==> src/hw/rtl/rpr_pkg.sv <==
// ----------------------------------------------------------------------------
// rpr_pkg
// Types, constants and field widths shared by the reading-progress ranker.
// ----------------------------------------------------------------------------
`default_nettype none

package rpr_pkg;

    localparam int UID_W     = 12;
    localparam int PAGE_W    = 10;
    localparam int FRAC_BITS = 16;
    localparam int Q_W       = FRAC_BITS + 1;

    localparam int DEF_MAX_USERS = 4096;
    localparam int DEF_MAX_PAGES = 1000;

    localparam logic [Q_W-1:0] FRAC_ONE = {1'b1, {FRAC_BITS{1'b0}}};

    localparam logic CMD_READ  = 1'b0;
    localparam logic CMD_CHEER = 1'b1;

    typedef enum logic [3:0] {
        ST_CLEAR,
        ST_IDLE,
        ST_DECIDE,
        ST_R_DEC,
        ST_R_INC_RD,
        ST_R_INC_WR,
        ST_SCAN,
        ST_DIV,
        ST_DONE
    } rpr_state_t;

    typedef enum logic [1:0] {
        HRS_SCAN,
        HRS_PREV,
        HRS_PAGES
    } hist_rsel_t;

    typedef struct packed {
        logic       clear_step;
        logic       accept;
        logic       decide;
        hist_rsel_t hist_rsel;
        logic       hist_dec;
        logic       hist_inc;
        logic       user_wr;
        logic       scan_step;
        logic       div_load;
        logic       div_step;
        logic       out_load;
    } rpr_cmd_t;

    typedef struct packed {
        logic clear_last;
        logic item_drop;
        logic is_read;
        logic prev_known;
        logic cheer_direct;
        logic scan_done;
        logic div_last;
    } rpr_stat_t;

endpackage

`default_nettype wire

==> src/hw/rtl/rpr_ctrl.sv <==
// ----------------------------------------------------------------------------
// rpr_ctrl
// Controller: sequences the clearing pass, read updates, histogram scan,
// serial division and result hand-off.
// ----------------------------------------------------------------------------
`default_nettype none

module rpr_ctrl
    import rpr_pkg::*;
(
    input  wire logic      clk,
    input  wire logic      rst_n,
    input  wire logic      in_valid,
    output logic           in_ready,
    output logic           out_valid,
    input  wire logic      out_ready,
    input  wire rpr_stat_t stat,
    output rpr_cmd_t       cmd
);

    rpr_state_t state_reg, state_next;
    logic       out_valid_reg, out_valid_next;

    always_ff @(posedge clk or negedge rst_n)
    begin
        if (!rst_n)
        begin
            state_reg     <= ST_CLEAR;
            out_valid_reg <= 1'b0;
        end
        else
        begin
            state_reg     <= state_next;
            out_valid_reg <= out_valid_next;
        end
    end

    always_comb
    begin
        cmd        = '0;
        state_next = state_reg;
        in_ready   = 1'b0;
        unique case (state_reg)
            ST_CLEAR:
            begin
                cmd.clear_step = 1'b1;
                if (stat.clear_last)
                begin
                    state_next = ST_IDLE;
                end
            end
            ST_IDLE:
            begin
                in_ready = 1'b1;
                if (in_valid)
                begin
                    cmd.accept = 1'b1;
                    if (!stat.item_drop)
                    begin
                        state_next = ST_DECIDE;
                    end
                end
            end
            ST_DECIDE:
            begin
                cmd.decide = 1'b1;
                if (stat.is_read)
                begin
                    if (stat.prev_known)
                    begin
                        cmd.hist_rsel = HRS_PREV;
                        state_next    = ST_R_DEC;
                    end
                    else
                    begin
                        state_next = ST_R_INC_RD;
                    end
                end
                else if (stat.cheer_direct)
                begin
                    state_next = ST_DONE;
                end
                else
                begin
                    state_next = ST_SCAN;
                end
            end
            ST_R_DEC:
            begin
                cmd.hist_dec = 1'b1;
                state_next   = ST_R_INC_RD;
            end
            ST_R_INC_RD:
            begin
                cmd.hist_rsel = HRS_PAGES;
                cmd.user_wr   = 1'b1;
                state_next    = ST_R_INC_WR;
            end
            ST_R_INC_WR:
            begin
                cmd.hist_inc = 1'b1;
                state_next   = ST_IDLE;
            end
            ST_SCAN:
            begin
                cmd.hist_rsel = HRS_SCAN;
                cmd.scan_step = 1'b1;
                if (stat.scan_done)
                begin
                    cmd.div_load = 1'b1;
                    state_next   = ST_DIV;
                end
            end
            ST_DIV:
            begin
                cmd.div_step = 1'b1;
                if (stat.div_last)
                begin
                    state_next = ST_DONE;
                end
            end
            ST_DONE:
            begin
                if (!out_valid_reg || out_ready)
                begin
                    cmd.out_load = 1'b1;
                    state_next   = ST_IDLE;
                end
            end
            default:
            begin
                state_next = ST_IDLE;
            end
        endcase
    end

    always_comb
    begin
        if (cmd.out_load)
        begin
            out_valid_next = 1'b1;
        end
        else if (out_ready)
        begin
            out_valid_next = 1'b0;
        end
        else
        begin
            out_valid_next = out_valid_reg;
        end
    end

    assign out_valid = out_valid_reg;

endmodule

`default_nettype wire

==> config.mk <==
export PLATFORM = sky130hd
export DESIGN_NAME = rpr_ctrl
export DESIGN_NICKNAME = d
export VERILOG_FILES = /design/src/hw/rtl/rpr_pkg.sv /design/src/hw/rtl/rpr_ctrl.sv
export SDC_FILE = /design/constraint.sdc
export NUM_CORES = 1
export LEC_CHECK = 0
export BUFFER_PORTS_ARGS = -buffer_cell sky130_fd_sc_hd__clkbuf_2
export CORE_AREA = 2 2 39 41
export CTS_CLUSTER_DIAMETER = 40
export DETAILED_ROUTE_END_ITERATION = 8
export DIE_AREA = 0 0 41 43
export PLACE_DENSITY = 0.69
export SLEW_MARGIN = 20
export SYNTH_ARGS = -nofsm -noshare
export SYNTH_HDL_FRONTEND = slang
export SYNTH_SLANG_ARGS = --single-unit
==> constraint.sdc <==
create_clock -name clk -period 1.49 [get_ports clk]
set_input_delay 0.298 -clock clk [delete_from_list [all_inputs] [get_ports clk]]
set_output_delay 0.298 -clock clk [all_outputs]
set_load 0.01 [all_outputs]
==> flow_metrics.tcl <==
set metrics [dict create \
    dieArea_mm2 0.00176 \
    cp_num_buf_inv 2 \
    die-height_um 43 \
    yosys-top-cells-area "dfrtp_1, nand2b_1, o2bb2ai_4" \
    antenna_cells 0 \
    hold_violations 0 \
    yosysMostFrequentCell "nand2b_1" \
    reg2reg_from "state_reg[2]" \
    synth_warnings 0 \
    std_cell_rows 14 \
    syn_nets 69 \
    synthTopCellsByCount "nand2b_1, dfrtp_1, nor2_1, nor3_1, a21oi_1" \
    initial_core_util_pct 35.4 \
    vias_per_cell 5.30 \
    worstSkewPairLatency_ns 0.25 \
    worstMarginPinSlew_ns 0.264 \
    swShare_pct 43.6 \
    crit_fanout 3 \
    htree_levels 1 \
    cts_tree "yes" \
    area_delta_synth_final_pct 88.0 \
    clockBufferDepth 2 \
    min_period_over_period_pct 121 \
    num-nets-final 115 \
    yosysTopAreaCellShare_pct 25.6 \
    worstPathCellList "buf_6 -> nor4b_4 -> and2_1 -> buf_2" \
    setup_ws_ns -0.307 \
    async_flop_share_pct 100 \
    largest_register_ffs 4 \
    boundaryPins 25 \
    p_clk_share_pct 8.5 \
    crit_path_start_kind "register" \
    grt_pass1_vias 616 \
    hold_class "in2async" \
    p_sw_uw 818 \
    reg2reg_depth 7 \
    pwr_density_cell_mw_per_mm2 2040 \
    drc_errors 0 \
    status "finished, violations left" \
    hpwlAfterDp_mm 1.05 \
    worstSetupPathType "reg2out" \
    dr_total_vias 631 \
    relSlewSlack_pct 82.2 \
    cp-end-kind "primary output" \
    total_power_mw 1.88 \
    clock-sinks 5 \
    netlist_area_um2 489 \
    path_delay_family "simple AND/OR/NAND/NOR gates" \
    grt_pass1_wl_mm 2.45 \
    finalClockSkew_ns 0.00754 \
    io_buffers 24 \
    synth.avg_cell_area_um2 8.43 \
    gp_congestion 0.812 \
    ys_seq_elements 5 \
    cts_made_buffers 3 \
    cts.clk_slew.worst_paths_ns 0.05 \
    r2r_setup_slack_ns -0.18 \
    p_seq_share_pct 12.9 \
    grt_overflow_total 0 \
    drtAntennaViolNets 0 \
    cap_violations 0 \
    p_comb_share_pct 78.6 \
    finalMaxSlewViolations 0 \
    drt-wirelength-per-cell_um 15.3 \
    synthDistinctLibCells 33 \
    required_ns 1.19 \
    slowest_stage "dfrtp_1" \
    layout-drive-gt1-share_pct 64.1 \
    cp.arrival_ns 1.50 \
    core_mm2 0.00138 \
    reg2reg_to "state_reg[3]" \
    die_width_um 41 \
    cts-root-buf "clkbuf_4" \
    synthCells 58 \
    grt_max_degree 10 \
    synth_edf_count 0 \
    drt_first_iter_violations 15 \
    p_int_mw 1.06 \
    fmax_ghz 0.557 \
    min_period_ns 1.80 \
    yosys.area.top_type "dfrtp_1" \
    leakage_nw 0.455 \
    ir_worst_vdd_v 0.000876 \
    wl_mm 1.82 \
    finalSetupViolations 17 \
    utilization_pct 66.5 \
    synthFlopType "dfrtp_1" \
    firstDrtPassIters 4 \
    synth-seq-area-share_pct 25.6 \
    fillers 104 \
    max_stage_delay_ns 0.43 \
    antenna_found_initial 0 \
    track_usage_pct 20.5 \
    violations "negative setup slack" \
    rsz0062_at_grt "yes" \
]
==> cells by family after synthesis <==
family	after synthesis	share of synthesized area, %
and+or+nand+nor	33	43.2
AOI/OAI and AO/OA	12	21.0
buffers and inverters	6	5.88
DFF	5	25.6
muxes	2	4.35
==> worst register-to-register path, cell delays in order, from the launching register on <==
cell	delay, ns
dfrtp_1	0.43
buf_6	0.16
nor4b_4	0.31
buf_4	0.17
buf_4	0.11
o2bb2ai_4	0.13
nor3_4	0.07
a31o_1	0.17
==> per-layer routing <==
metal	GRT usage, %	up-vias	wire length [um]
met3	2.09	8	50
li1	-	299	-
met2	35.9	20	1010
met4	14.0	0	87
met1	20.8	304	673
met5	0	-	0
==> final cells by class <==
cell class                      instances  area (um2)  share of cell area, %
Timing Repair Buffer                   46         318                   34.6
Inverter                                1        3.75                  0.408
Sequential cell                         5         125                   13.6
Tap cell                               16        20.0                   2.18
Multi-Input combinational cell         47         427                   46.4
Clock buffer                            4        26.3                   2.86
==> worst max-delay path by stage <==
stage / from / end / slack (ns) / cells after the start
4_1_cts: state_reg[0] / cmd[0] / -0.24 / 3
5_1_grt: state_reg[2] / cmd[10] / -0.34 / 4
6_report: state_reg[2] / cmd[10] / -0.31 / 4
3_5_place_dp: state_reg[1] / cmd[10] / -0.04 / 4
3_3_place_gp: state_reg[1] / cmd[0] / -0.02 / 3
2_1_floorplan: state_reg[1] / cmd[0] / -0.02 / 3
==> cell usage in the layout, fill, tap and decap left out, drive strengths merged, types with 2 or more instances in the layout <==
cell / netlist / final
nand2: 2 / 2
a21oi: 4 / 4
nor2b: 2 / 2
buf: 3 / 32
clkbuf: 2 / 17
and2: 2 / 2
o21ai: 2 / 2
nor2: 5 / 5
nor3: 6 / 6
nand2b: 6 / 6
dfrtp: 5 / 5
nor4b: 2 / 2
==> per-stage QoR <==
step                hold slack, ns  setup TNS, ns  cells  setup slack [ns]  area (um2)
floorplan                  0.00241        -0.0323     58           -0.0218         503
global placement             0.114        -0.0269    105           -0.0179         708
detailed placement           0.120        -0.0951    105           -0.0355         708
CTS                          0.397          -1.71    117            -0.236         882
global route                 0.417          -3.47    119            -0.336         920
finish                       0.403          -2.50    119            -0.307         920
==> power by group through the flow <==
stage / Clock, mW / Sequential (mW) / Combinational (mW)
2_1_floorplan: 0 / 0.250 / 0.629
3_3_place_gp: 0 / 0.240 / 0.991
3_5_place_dp: 0 / 0.242 / 1.01
4_1_cts: 0.165 / 0.233 / 1.33
5_1_grt: 0.182 / 0.246 / 1.58
6_report: 0.160 / 0.241 / 1.47
==> timing repair <==
action                                 CTS  global route
endpoints found under the hold margin    5             0
resized for setup                       18            16
pin swaps                                8             3
hold buffers                             1             0
setup buffers                            7             2
setup endpoints to repair               16            17
Note: power is estimated with default switching activity, not from simulation.
